$ cat config.mk
export PLATFORM = sky130hd
export DESIGN_NAME = gcode_coordinate_parser
export DESIGN_NICKNAME = d
export VERILOG_FILES = /design/src/gcp_pkg.sv /design/src/gcode_coordinate_parser.sv
export SDC_FILE = /design/constraint.sdc
export NUM_CORES = 1
export LEC_CHECK = 0
export CORE_MARGIN = 4
export CORE_UTILIZATION = 60
export DETAILED_ROUTE_END_ITERATION = 8
export DONT_BUFFER_PORTS = 1
export GPL_ROUTABILITY_DRIVEN = 0
export PLACE_DENSITY = 0.76
export SETUP_SLACK_MARGIN = 0.3
export SYNTH_ARGS = -nofsm -noshare
export SYNTH_HDL_FRONTEND = slang
export SYNTH_SLANG_ARGS = --single-unit
$ cat constraint.sdc
create_clock -name clk -period 5.7 [get_ports clk]
set_input_delay 0.285 -clock clk [delete_from_list [all_inputs] [get_ports clk]]
set_output_delay 0.285 -clock clk [all_outputs]
set_load 0.05 [all_outputs]
$ cat src/gcp_pkg.sv
// ----------------------------------------------------------------------------
// gcp_pkg
// Shared types and constants of the G-code coordinate parser.
// ----------------------------------------------------------------------------
package gcp_pkg;

	localparam int COORD_WIDTH_DEF = 16;
	localparam int OUT_COORD_W     = 16;

	localparam logic [7:0] CHAR_G    = 8'h47;
	localparam logic [7:0] CHAR_X    = 8'h58;
	localparam logic [7:0] CHAR_Y    = 8'h59;
	localparam logic [7:0] DIGIT_SET = 8'h30;

	typedef struct packed {
		logic [7:0] char_byte;
		logic       end_of_file;
	} gcp_char_t;

	typedef struct packed {
		logic [3:0]             command_code;
		logic [OUT_COORD_W-1:0] x_coord;
		logic [OUT_COORD_W-1:0] y_coord;
	} gcp_rec_t;

endpackage

$ cat src/gcode_coordinate_parser.sv
// ----------------------------------------------------------------------------
// gcode_coordinate_parser
// A record closed by an accepted byte is registered into the main entry, or into
// the skid entry while an older record is stalled. Throughput: one byte per cycle
// while char_stall is low; parse state updates in the accepting cycle. A two-entry
// output register (main + skid) lets bytes flow while a record waits; char_stall
// rises only when both entries are full. Reset clears parse state, command and accumulators; no records pending.
// ----------------------------------------------------------------------------
module gcode_coordinate_parser
	import gcp_pkg::*;
#(
	parameter int COORD_WIDTH = COORD_WIDTH_DEF
) (
	input  logic      clk,
	input  logic      arst_n,
	input  logic      char_valid,
	output logic      char_stall,
	input  gcp_char_t char_data,
	output logic      rec_valid,
	input  logic      rec_stall,
	output gcp_rec_t  rec_data
);

	localparam logic [1:0] PH_IDLE = 2'd0;
	localparam logic [1:0] PH_X    = 2'd1;
	localparam logic [1:0] PH_Y    = 2'd2;

	logic [1:0]             phase_q, phase_n;
	logic                   take_q, take_n;
	logic [3:0]             cmd_q, cmd_n;
	logic [COORD_WIDTH-1:0] x_q, x_n;
	logic [COORD_WIDTH-1:0] y_q, y_n;
	logic [COORD_WIDTH-1:0] x_dig, y_dig;
	logic [COORD_WIDTH+OUT_COORD_W-1:0] x_ext, y_ext;
	logic                   emit;
	gcp_rec_t               rec_n;

	logic     accept, pop;
	logic     skid_valid_q;
	gcp_rec_t skid_q;
	gcp_rec_t main_q;
	logic     main_valid_q;

	assign accept = char_valid && !char_stall;
	assign pop    = main_valid_q && !rec_stall;

	// acc*10 + nibble as two shifts and adds, wrapped to COORD_WIDTH
	assign x_dig = (x_q << 3) + (x_q << 1)
		+ {{(COORD_WIDTH-4){1'b0}}, char_data.char_byte[3:0]};
	assign y_dig = (y_q << 3) + (y_q << 1)
		+ {{(COORD_WIDTH-4){1'b0}}, char_data.char_byte[3:0]};

	assign x_ext = {{OUT_COORD_W{1'b0}}, x_q};
	assign y_ext = {{OUT_COORD_W{1'b0}}, y_q};

	always_comb begin
		phase_n = phase_q;
		take_n  = take_q;
		cmd_n   = cmd_q;
		x_n     = x_q;
		y_n     = y_q;
		emit    = 1'b0;

		if (take_q) begin
			cmd_n  = char_data.char_byte[3:0];
			take_n = 1'b0;
		end

		case (phase_q)
			PH_X: begin
				if (char_data.char_byte == CHAR_Y) begin
					y_n     = '0;
					phase_n = PH_Y;
				end else begin
					x_n = x_dig;
				end
			end
			PH_Y: begin
				if ((char_data.char_byte & DIGIT_SET) != 8'h00) begin
					y_n = y_dig;
				end else begin
					emit    = 1'b1;
					phase_n = PH_IDLE;
				end
			end
			default: begin
				// unused code 3 behaves as idle
				phase_n = PH_IDLE;
				if (char_data.char_byte == CHAR_G) begin
					take_n = 1'b1;
				end else if (char_data.char_byte == CHAR_X) begin
					x_n     = '0;
					phase_n = PH_X;
				end
			end
		endcase

		rec_n.command_code = cmd_n;
		rec_n.x_coord      = x_ext[OUT_COORD_W-1:0];
		rec_n.y_coord      = y_ext[OUT_COORD_W-1:0];

		// end of file: drop any partial record
		if (char_data.end_of_file) begin
			phase_n = PH_IDLE;
			take_n  = 1'b0;
			cmd_n   = '0;
			x_n     = '0;
			y_n     = '0;
		end
	end

	always_ff @(posedge clk or negedge arst_n) begin
		if (!arst_n) begin
			phase_q <= PH_IDLE;
			take_q  <= 1'b0;
			cmd_q   <= '0;
			x_q     <= '0;
			y_q     <= '0;
		end else if (accept) begin
			phase_q <= phase_n;
			take_q  <= take_n;
			cmd_q   <= cmd_n;
			x_q     <= x_n;
			y_q     <= y_n;
		end
	end

	// output register with skid entry
	always_ff @(posedge clk or negedge arst_n) begin
		if (!arst_n) begin
			main_valid_q <= 1'b0;
			skid_valid_q <= 1'b0;
		end else if (skid_valid_q) begin
			if (pop) begin
				skid_valid_q <= 1'b0;
			end
		end else if (accept && emit) begin
			if (main_valid_q && !pop) begin
				skid_valid_q <= 1'b1;
			end else begin
				main_valid_q <= 1'b1;
			end
		end else if (pop) begin
			main_valid_q <= 1'b0;
		end
	end

	always_ff @(posedge clk) begin
		if (skid_valid_q) begin
			if (pop) begin
				main_q <= skid_q;
			end
		end else if (accept && emit) begin
			if (main_valid_q && !pop) begin
				skid_q <= rec_n;
			end else begin
				main_q <= rec_n;
			end
		end
	end

	assign char_stall = skid_valid_q;
	assign rec_valid  = main_valid_q;
	assign rec_data   = main_q;

endmodule

== Word level (Yosys, flattened, before mapping) ==
Index checks and enable logic that the tools add are counted.
Storage, ports and cells
  bits in registers: 113
  word-level logic and storage cells: 84
Cells by class
  eq/ne operators: 14
  reductions and logical operators: 19
  mux-type cells: 33
  add/sub/neg operators: 4
  bitwise logic cells: 1
Operator list (number)
  $mux W36: 4
  $mux W16: 7
  $pmux W16 S2: 2
  $add A16 B16 Y16: 2
  $add A16 B4 Y16: 2
  $eq A8 B7 Y1 const B: 3
  $mux W1: 14
  $ne A3 B3 Y1 const B: 4
  $reduce_and A3 Y1: 4
  $mux W4: 2
  $ne A2 B2 Y1 const B: 4
  $reduce_bool A8 Y1: 1
  $mux W2: 3
  $reduce_bool A3 Y1: 2
  $reduce_and A5 Y1: 1
  $logic_and A1 B1 Y1: 4
  $pmux W2 S2: 1
  $reduce_and A4 Y1: 1
  $reduce_bool A2 Y1: 2
  $logic_not A1 Y1: 3
  $ne A3 B2 Y1 const B: 1
  $eq A2 B1 Y1 const B: 1
  $eq A2 B2 Y1 const B: 1
  $reduce_or A2 Y1: 1
  $not A1 Y1: 1

== Depth between registers and ports, before layout ==
Gate-level depths: netlist of the first run.
  depth after elaboration: 7
  depth in mapped cells: 10
  depth with buffers taken out: 10

== Worst setup path before layout of the first run ==
No wires, ideal clock.
  path kind: reg-to-reg
  start point: reg skid_valid_q (netlist: char_stall)
  end point: reg main_q, in the netlist rec_data[0] (enable)
  data required time: 5259 ps
  arrival: 3207 ps
  slack: 2051 ps
  stages on the path, launching flop included: 7
  cells stage by stage: dfrtp_1 -> clkbuf_1 -> nand2b_1 -> clkbuf_1 -> nor2_1 -> a21oi_1 -> a21oi_1
On the way
  word-level cells in the longest chain between the ends: 5
Ends and longest elaborated chain
  start, declared: line gcode_coordinate_parser.sv:39  | logic skid_valid_q;
  start signal, assigned: line gcode_coordinate_parser.sv:132  | skid_valid_q <= 1'b0;
  start signal, assigned: line gcode_coordinate_parser.sv:135  | skid_valid_q <= 1'b0;
  start signal, assigned: line gcode_coordinate_parser.sv:139  | skid_valid_q <= 1'b1;
  $logic_not A1 Y1: line gcode_coordinate_parser.sv:44  | assign accept = char_valid && !char_stall;
  $logic_and A1 B1 Y1: line gcode_coordinate_parser.sv:44
  $logic_and A1 B1 Y1: line gcode_coordinate_parser.sv:153  | end else if (accept && emit) begin
  $reduce_bool A2 Y1 (no line)
  $reduce_and A3 Y1 (no line) (*)
  end signal, assigned: line gcode_coordinate_parser.sv:151  | main_q <= skid_q;
  end signal, assigned: line gcode_coordinate_parser.sv:157  | main_q <= rec_n;
  end, declared: line gcode_coordinate_parser.sv:41  | gcp_rec_t main_q;
Mark *: on every way between the ends. The rest lies on a longest branch, timed or not.
A chain may end at the register's enable or synchronous reset.

== Worst setup path after layout of the first run ==
  start point: reg skid_valid_q (netlist: char_stall)
  end point: reg skid_q[9] in the netlist's numbering (enable)
On the way
  word-level cells in the longest chain between the ends: 4
Ends and longest elaborated chain
  $logic_not A1 Y1: line gcode_coordinate_parser.sv:44
  $logic_and A1 B1 Y1: line gcode_coordinate_parser.sv:44
  $logic_and A1 B1 Y1: line gcode_coordinate_parser.sv:153
  $reduce_and A3 Y1 (no line) (*)
  end signal, assigned: line gcode_coordinate_parser.sv:155  | skid_q <= rec_n;
  end, declared: line gcode_coordinate_parser.sv:40  | gcp_rec_t skid_q;
Marks and branches as above.

==> results.md, run 1 <==
* Nets at 553
* Area growth, synth to finish at 14.5%
* Port bufs at 0
* Drt wl/cell at roughly 18 um
* Largest net degree at the start of global routing at 46
* Met3 Resource Use GR at about 6.4%
* DRC Markers at 0
* Clock Sink Count at 113
* Dpl ws at 2550 ps
* R2R Setup Slk at 2580 ps
* Status: finished, final reports clean
* Hold Crit Depth at 1
* Max VDD drop at 0.238 mV
* Fin util at 70.1%
* Clock Latency Late Sink at 520 ps
* Critical Path Max Stage Delay at 830 ps
* Die area at 11500 sq um
* Fraction of layout cells with a size suffix above 1 at 16.8%
* # hold bufs at CTS at 10
* First-pass GRT wire length at between 15000 and 20000 um
* Fin crit share at 54.7%
* Maximum operating frequency at 0.321 GHz
* Clk root buf: clkbuf_8
* Max Cap Viol at 0
* Total CTS buffers at 17
* Data arrival, critical path at 3310 ps
* Power Dens Cells at 297 nW/um^2
* EDFF count, synth at between 70 and 80
* Worst Reg-to-Reg Cells at 4
* Post-Syn Area at 5930 sq um
* Syn Area/Cell at 12.8 sq um
* Hold WC Path Type: in2reg
* GR Overflow Total at 0
* Slew HR at between 10% and 20%
* I/O pins at about 50
* Post-route setup slack at ~2600 ps
* Cells along the critical path: nand2b_1, nor2_1, and3_1, buf_4
* Yosys cell types at 54
* Max H-tree Level at 4
* Syn. warnings at 0
* Top FF cell, synth: edfxtp_1
* Diode count at 0
* Leakage power at 0.00302 uW
* Initial antenna violation count at 0
* Standard-cell rows at 36
* Total Routing Usage GR at 21.1%
* Post-CTS setup buffers at 0
* Post-route ant nets at 0
* Final Slew Violations at 0
* FFs w/ async S/R, synth at 36.3%
* Worst Path Max Fanout at 45
* Routed wire length at around 11000 um
* Final setup violation count at 0
* Vias in the first global route at around 3700
* Initial Utilization at a little over 60%
* Worst-Margin Slew at 1210 ps
* Via/cell ratio at just under 6
* Synth top cells by count: edfxtp_1 (72), ha_1 (54), nand2_1 (43)
* Met1 GRT Util at ~28%
* Yosys reg bits at 113
* Setup TNS Final at 0 ps
* CTS clk-pin slew, worst paths at ~60 ps
* Die Y at 107 um
* Startpoint types: flop
* Slowest cell on crit path: dfrtp_2
* Sequential area share after synthesis at 53.8%
* Worst Setup End Kind: flop
* Worst clock skew at 9.54 ps
* Synth top area share at 36.5%
* Drt first pass iters at 4
* Most common cell in the netlist: edfxtp_1
* CORE AREA at 9680 sq um
* Crit Path Class: reg2reg
* Synth Instances at 464
* Final hold slack at 40.9 ps
* GRT met2 Usage at 31.5%
* Post-synth top area cell: edfxtp_1
* Die Wd at 107 um
* CTS tree: built
* Bufs on Longest Clock Path at 2
* Syn nets at 535
* Data required time at the worst endpoint at between 5000 and 6000 ps
* Final Hold Viols at 0
* RSZ-0062 raised after global routing: no
* Initial DRC Count at around 240
* Busiest grt layer: met2
* Tmin final at 3120 ps
* Post_cts resized at 0
* Top post-synthesis cells by area: edfxtp_1 (36%), dfrtp_1 (17%), ha_1 (11%)
* DPL Wire Length at 7420 um
* Detailed-route via count at around 3700
kinds of logic after synthesis:
| family | synth area share (%) |
|---|---|
| adders and majority gates | 12.7 |
| muxes | 6.84 |
| buffers and inverters | 2.03 |
| and+or+nand+nor | 7.64 |
| xor gates and xnor gates | 3.25 |
| AOI/OAI and AO/OA | 13.8 |
| DFF | 53.8 |
cell usage in the layout (no fill, tap or decap), types with 2 or more instances in the layout:
| master | count |
|---|---|
| or2_2 | 3 |
| nand2b_1 | 2 |
| nor2b_1 | 2 |
| a211oi_1 | 8 |
| o31ai_1 | 7 |
| nor3_1 | 3 |
| a21oi_1 | 13 |
| clkinvlp_4 | 4 |
| ha_1 | 54 |
| a21o_1 | 11 |
| bufinv_16 | 5 |
| nand4_1 | 3 |
| clkinv_1 | 2 |
| fa_1 | 4 |
| inv_1 | 14 |
| xnor2_1 | 15 |
| xor2_1 | 7 |
| a22o_1 | 17 |
| o21a_1 | 6 |
| nor2_1 | 20 |
| mux2_2 | 36 |
| nor4_1 | 2 |
| dlygate4sd3_1 | 9 |
| o21bai_1 | 3 |
| clkinv_2 | 2 |
| edfxtp_1 | 72 |
| clkbuf_16 | 16 |
| o21ai_0 | 30 |
| nand2_1 | 43 |
| o41ai_2 | 2 |
| dfrtp_1 | 40 |
| a31oi_1 | 5 |
| or3_1 | 5 |
state kept, by name, indices dropped and copies added, names as in the netlist:
signal	count
rec_data	36
skid_q	36
x_q	16
y_q	16
cmd_q	4
phase_q	2
char_stall	1
rec_valid	1
take_q	1
final cells by class:
class,count,area (sq um)
flip-flops and latches,113,3190
fillers,664,2890
multi-input cells,324,2630
clock buffers,17,414
clock inverters,15,215
well taps,133,166
repair buffers,11,118
inverters,15,56.3
stage by stage:
step	std cells	total power (uW)	cell area, sq um
final	628	2020	6790
after global routing	628	2080	6790
after CTS	628	2030	6790
after detailed placement	586	899	6050
after global placement	586	898	6050
after floorplan	464	898	5930
critical path, delay by kind of cell (launching register included):
| family | cells | cell delay, ps |
|---|---|---|
| simple gates | 3 | 1520 |
| flops | 1 | 830 |
| buf+inv | 1 | 420 |
path summary, 6_finish.rpt:
check	start	end
worst max-delay path	char_stall$_DFF_PN0_	skid_q[9]$_DFFE_PP_
worst min-delay path	char_data[3]	skid_q[34]$_DFFE_PP_
worst max register to register	char_stall$_DFF_PN0_	skid_q[9]$_DFFE_PP_
worst min register to register	y_q[15]$_DFFE_PN0P_	skid_q[15]$_DFFE_PP_
max in group asynchronous	arst_n	char_stall$_DFF_PN0_
min in group asynchronous	arst_n	x_q[12]$_DFFE_PN0P_
metal layers:
| metal | vias to the layer above | part of all wire, % |
|---|---|---|
| met1 | 1790 | 46 |
| li1 | 1797 | - |
| met5 | - | 0 |
| met3 | 25 | 5.8 |
| met4 | 0 | 2.5 |
| met2 | 104 | 46 |
power breakdown:
part | switching, uW | internal [uW]
registers | 0.213 | 865
clock network | 372 | 750
logic | 19.7 | 9.93
total | 392 | 1620
Power figures use the tool's default switching activity.
==> run 2, diff against run 1 <==
==> constraint.sdc (replaced) <==
create_clock -name clk -period 3.1 [get_ports clk]
set_input_delay 0.155 -clock clk [delete_from_list [all_inputs] [get_ports clk]]
set_output_delay 0.155 -clock clk [all_outputs]
set_load 0.05 [all_outputs]
==> run 2 against run 1 <==
Against the previous run:
- sequential share of layout area decreased by 1.1 points
- sequential cell count unchanged
- wire length increased by 3.4%
- combinational power increased by 120%
- via count increased by 0.83%
- sequential power increased by 84%
- cell count increased by 1.6%
- core utilization increased by 1.7 points
- fmax increased by 13%
- global-route usage increased by 0.92 points
- largest power group unchanged
- highest routed layer unchanged
==> results.md, run 2 (synthesized netlist as in run 1, its figures left out) <==
* Data arrival, critical path at 3150 ps (-160 ps)
* Maximum operating frequency at 0.364 GHz (+13%)
* Fin util at 71.8% (+1.7 points)
* Setup TNS Final at 0 ps (unchanged)
* Hold WC Path Type: in2reg
* Initial antenna violation count at 0 (unchanged)
* CTS tree: built
* Worst clock skew at 5.94 ps (-3.59 ps)
* Sw frac at 18.7% (-0.70 points)
* Die Y at 107 um (unchanged)
* Commonest cells after routing, fill and taps aside: edfxtp_1 (72), ha_1 (53), nand2_1 (43)
* Crit Path Class: reg2reg
* DPL Wire Length at 7500 um (+1.1%)
* Critical Path Max Stage Delay at 530 ps (-300 ps)
* Worst Path Max Fanout at 4 (-91%)
* Final non-filler cell total at 638 (+1.6%)
* DRC Markers at 0 (unchanged)
* RSZ-0062 raised after global routing: no
* Status: finished, final reports clean
* Diode count at 0 (unchanged)
* Dpl ws at 214 ps (-2330 ps)
* Final hold slack at 27.5 ps (-13.3 ps)
* Clock power frac at 55.3% (-0.3 points)
* Final Slew Violations at 0 (unchanged)
* Clock Sink Count at 113 (unchanged)
* Max Cap Viol at 0 (unchanged)
* Largest net degree at the start of global routing at 45 (-2.2%)
* GR Overflow Total at 0 (unchanged)
* Clk root buf: clkbuf_8
* CTS clk-pin slew, worst paths at 60 ps (about the same)
* Area growth, synth to finish at 17.3%
* Seq pwr share at 43.0% (about the same)
* Die Wd at 107 um (unchanged)
* Combinational power share at 1.8% (+0.3 points)
* Initial DRC Count at 177 (-26%)
* P_sw at 694 uW (+77%)
* Post-route setup slack at 352 ps (-2230 ps)
* Worst Setup End Kind: flop
* R2R Setup Slk at 350 ps (-2230 ps)
* Data required time at the worst endpoint at 3510 ps (-2390 ps)
* Slowest cell on crit path: fa_1
* Max VDD drop at 0.369 mV (+55%)
* Final setup violation count at 0 (unchanged)
* Total CTS buffers at 17 (unchanged)
* Cells along the critical path: inv_1, fa_1, inv_2, fa_2, a211oi_4, o21ai_2, a311oi_2, o21bai_1, xor2_1, a22o_1
* Routed wire length at 11600 um (+3.4%)
* Startpoint types: flop
* Fraction of layout cells with a size suffix above 1 at 19.4% (+2.6 points)
* First-pass GRT wire length at 19500 um (+4.9%)
* Max H-tree Level at 4 (unchanged)
* Final Hold Viols at 0 (unchanged)
* Vias in the first global route at 3872 (+4.1%)
* Drt first pass iters at 4 (unchanged)
* Commonest non-fill, non-tap cell in the layout: edfxtp_1
* Initial Utilization at 61.2% (unchanged)
* Worst-Margin Slew at 928 ps (-277 ps)
* Nets at 563 (+1.8%)
* Standard-cell rows at 36 (unchanged)
* Tmin final at 2750 ps (-367 ps)
* Bufs on Longest Clock Path at 2 (unchanged)
* CORE AREA at 9680 sq um (unchanged)
* Detailed-route via count at 3747 (+0.83%)
* Placed Cells incl. Taps at 588 (+0.34%)
* I/O pins at 51 (unchanged)
* Leakage power at 0.00310 uW (+2.4%)
* Slew HR at 38.1% (+19 points)
* Post-route ant nets at 0 (unchanged)
* Clock Latency Late Sink at 520 ps (about the same)
* Total Routing Usage GR at 22.0% (+0.92 points)
* Power Dens Cells at 533 nW/um^2 (+79%)
* Pint at 3010 uW (+85%)
* Port bufs at 0 (unchanged)
* Fin crit share at 88.7% (+34 points)
* Drt wl/cell at 18.1 um (+1.8%)
* Die area at 11500 sq um (unchanged)
* Via/cell ratio at 5.87 (-0.75%)
[run 2: changes by cell type in the layout (fill, tap and decap cells not counted), moves of 4 or more]
cell	before	now
clkinvlp_4	4	0
a211oi_1	8	4
buf_4	1	6
dlygate4sd3_1	9	13
[run 2: final timing paths]
kind	startpoint	end	cells after the start
setup reg to reg	x_q[0]$_DFFE_PN0P_	x_q[12]$_DFFE_PN0P_	10
setup / recovery	x_q[0]$_DFFE_PN0P_	x_q[12]$_DFFE_PN0P_	10
hold reg to reg	x_q[15]$_DFFE_PN0P_	skid_q[31]$_DFFE_PP_	0
max in group asynchronous	arst_n	char_stall$_DFF_PN0_	2
hold / removal	char_data[3]	phase_q[0]$_DFFE_PN0P_	3
min in group asynchronous	arst_n	x_q[7]$_DFFE_PN0P_	2
[run 2: critical path, delay by kind of cell (launching register included)]
| kind | cells | cell delay, ps |
|---|---|---|
| adders and majority gates | 2 | 970 |
| xor gates and xnor gates | 1 | 150 |
| AOI/OAI and AO/OA | 5 | 990 |
| DFF | 1 | 380 |
| buffers and inverters | 2 | 150 |
[run 2: final cells by class]
class                           instances  area (sq um)
Sequential cell                       113          3190
Fill cell                             634          2730
Multi-Input combinational cell        324          2700
Clock buffer                           20           435
Timing Repair Buffer                   21           223
Clock inverter                         12           186
Tap cell                              133           166
Inverter                               15          56.3
[run 2: repair_timing]
item / 4_1_cts / 5_1_grt
hold buffers: 14 / 0
resized for setup: 5 / 9
setup endpoints to repair: 5 / 9
endpoints found under the hold margin: 73 / 0
buffers inserted: 1 / 3
pin swaps: 3 / 10
[run 2: per-stage QoR]
stage,instance area [sq um],total power (uW)
after detailed placement,6080,1650
after global routing,6960,3820
after CTS,6890,3720
final,6960,3710
after global placement,6080,1650
after floorplan,5940,1650
[run 2: metal layers]
metal	share of wire, %	track usage [%]
met2	47	34.4
met1	47	29.6
met4	1.9	8.93
met5	0	0
met3	4.2	5.70
[run 2: power groups by stage]
stage	Combinational [uW]	Clock [uW]	Sequential (uW)
floorplan	29.7	0	1620
global placement	31.3	0	1620
detailed placement	32.1	0	1620
CTS	64.2	2070	1590
global route	72.5	2150	1590
finish	65.0	2050	1590
==> run 3, diff against run 2 <==
==> constraint.sdc (replaced) <==
create_clock -name clk -period 2.8 [get_ports clk]
set_input_delay 0.14 -clock clk [delete_from_list [all_inputs] [get_ports clk]]
set_output_delay 0.14 -clock clk [all_outputs]
set_load 0.05 [all_outputs]
==> run 3 against run 2 <==
Against the previous run:
- sequential share of layout area decreased by 1.5 points
- first-iteration DRC count up 6.8%
- critical path type unchanged
- clock skew grew 8.5 ps
- clock power is 7% higher
- register-to-register slack got worse by 180 ps
==> results.md, run 3 (synthesized netlist as in run 1, its figures left out) <==
* Status: finished, final reports clean
* Placed instance area at 6140 sq um (+1.0%)
* Largest net degree at the start of global routing at 45 (unchanged)
* Commonest cells after routing, fill and taps aside: edfxtp_1 (72), ha_1 (49), nand2_1 (42)
* CTS clk-pin slew, worst paths at 60 ps (about the same)
* Port bufs at 0 (unchanged)
* CORE AREA at 9680 sq um (unchanged)
* R2R Setup Slk at 170 ps (-180 ps)
* Hold WC Path Type: in2reg
* Routed wire length at 11900 um (+3.3%)
* Area growth, synth to finish at 21.3%
* Diode count at 0 (unchanged)
* Drt wl/cell at 18.3 um (+1.1%)
* Setup TNS Final at 0 ps (unchanged)
* Clk root buf: clkbuf_8
* Initial antenna violation count at 0 (unchanged)
* Data arrival, critical path at 3030 ps (-120 ps)
* Sw frac at 18.9% (+0.20 points)
* Via/cell ratio at 5.91 (+0.62%)
* Clock power frac at 54.4% (-0.9 points)
* Total power at 4050 uW (+9.2%)
* RSZ-0062 raised after global routing: yes
* Total CTS buffers at 17 (unchanged)
* Nets at 577 (+2.5%)
* Total Routing Usage GR at 22.2% (+0.12 points)
* Worst Path Max Fanout at 3 (-1)
* I/O pins at 51 (unchanged)
* Data required time at the worst endpoint at 3210 ps (-300 ps)
* Combinational power share at 2.0% (+0.2 points)
* Drt first pass iters at 5 (+1)
* DRC Markers at 0 (unchanged)
* Initial Utilization at 61.2% (unchanged)
* Fraction of layout cells with a size suffix above 1 at 26.8% (+7.4 points)
* Final Hold Viols at 0 (unchanged)
* Seq pwr share at 43.5% (+0.5 points)
* HP Start: rec_stall
* Worst Reg-to-Reg Cells at 10 (unchanged)
* Fin crit share at 93.9% (+5.3 points)
* Standard-cell rows at 36 (unchanged)
* Startpoint types: flop
* CTS tree: built
* Final setup violation count at 0 (unchanged)
* Worst-Margin Slew at 699 ps (-229 ps)
* Hold path endpoint: rec_data[0]$_DFFE_PP_
* Max H-tree Level at 4 (unchanged)
* GR Overflow Total at 0 (unchanged)
* Clock Sink Count at 113 (unchanged)
* Leakage power at 0.00317 uW (+2.4%)
* Initial DRC Count at 189 (+6.8%)
* Slew HR at 53.4% (+15 points)
* Max Cap Viol at 0 (unchanged)
* Hold Crit Depth at 2 (-1)
* Dpl ws at 97.2 ps (-116 ps)
* Maximum operating frequency at 0.380 GHz (+4.5%)
* Detailed-route via count at 3853 (+2.8%)
* Worst Setup End Kind: flop
* Vias in the first global route at 3932 (+1.5%)
* Die area at 11500 sq um (unchanged)
* Die Wd at 107 um (unchanged)
* Pint at 3280 uW (+9.0%)
* P_sw at 766 uW (+10%)
* Max VDD drop at 0.460 mV (+24%)
* Post-route ant nets at 0 (unchanged)
* Post-route setup slack at 170 ps (-181 ps)
* Die Y at 107 um (unchanged)
* RR Endpoint: x_q[15]$_DFFE_PN0P_
* Commonest non-fill, non-tap cell in the layout: edfxtp_1
* DPL Wire Length at 7510 um (+0.14%)
* Crit Path Class: reg2reg
* RR Startpoint: x_q[0]$_DFFE_PN0P_
* Design area at 7190 sq um (+3.4%)
* Crit path from: x_q[0]$_DFFE_PN0P_
* Power Dens Cells at 563 nW/um^2 (+5.6%)
* Bufs on Longest Clock Path at 2 (unchanged)
* First-pass GRT wire length at 19600 um (+0.39%)
* Layout fillers at 582 (-8.2%)
* Clock Latency Late Sink at 520 ps (about the same)
* Final Slew Violations at 0 (unchanged)
* Worst clock skew at 14.5 ps (+8.51 ps)
* Tmin final at 2630 ps (-119 ps)
## run 3: repair_timing
action	in CTS	in global routing
setup buffers	10	3
endpoints found under the hold margin	64	0
hold buffers	15	0
pin swaps	29	25
gates cloned	0	0
endpoints found under the setup margin	10	15
resized for setup	16	24
## run 3: critical path: stages (launching register included)
cell	delay, ps
dfrtp_1	370
inv_2	60
fa_1	530
inv_2	70
ha_4	220
a211oi_4	220
o211ai_1	140
a21oi_2	230
nor4_2	80
or3_1	350
a32o_1	250
## run 3: worst max path at each step
stage,slack [ps],end
finish,170,x_q[15]$_DFFE_PN0P_
global route,70,x_q[12]$_DFFE_PN0P_
CTS,210,y_q[13]$_DFFE_PN0P_
detailed placement,100,y_q[15]$_DFFE_PN0P_
global placement,180,y_q[15]$_DFFE_PN0P_
floorplan,290,x_q[12]$_DFFE_PN0P_
## run 3: metrics by stage
step           util, %  hold slack [ps]  cells
3_5_place_dp      63.4             -154    592
5_1_grt           74.3             15.3    652
3_3_place_gp      63.4             -154    592
6_report          74.3             24.6    652
4_1_cts           72.9            0.662    649
2_1_floorplan        -             -156    464
## run 3: per-layer routing
metal	up-vias	GRT usage (%)	part of all wire, %
met5	-	0	0
met4	0	8.57	1.8
met3	27	6.60	4.4
met2	102	34.4	48
met1	1873	29.5	46
li1	1851	-	-
## run 3: final cells by class
type | instances | area [sq um] | area share [%]
Clock buffer | 22 | 453 | 6.30
Timing Repair Buffer | 35 | 330 | 4.59
Clock inverter | 10 | 156 | 2.17
Multi-Input combinational cell | 324 | 2840 | 39.5
Tap cell | 133 | 166 | 2.31
Sequential cell | 113 | 3190 | 44.4
Inverter | 15 | 56.3 | 0.783
## run 3: power groups by stage
stage                     Sequential (uW)  Combinational [uW]  Clock [uW]
final                                1760                82.1        2200
after global routing                 1760                90.1        2310
after CTS                            1760                79.3        2240
after detailed placement             1790                40.6           0
after global placement               1790                39.6           0
after floorplan                      1790                33.8           0
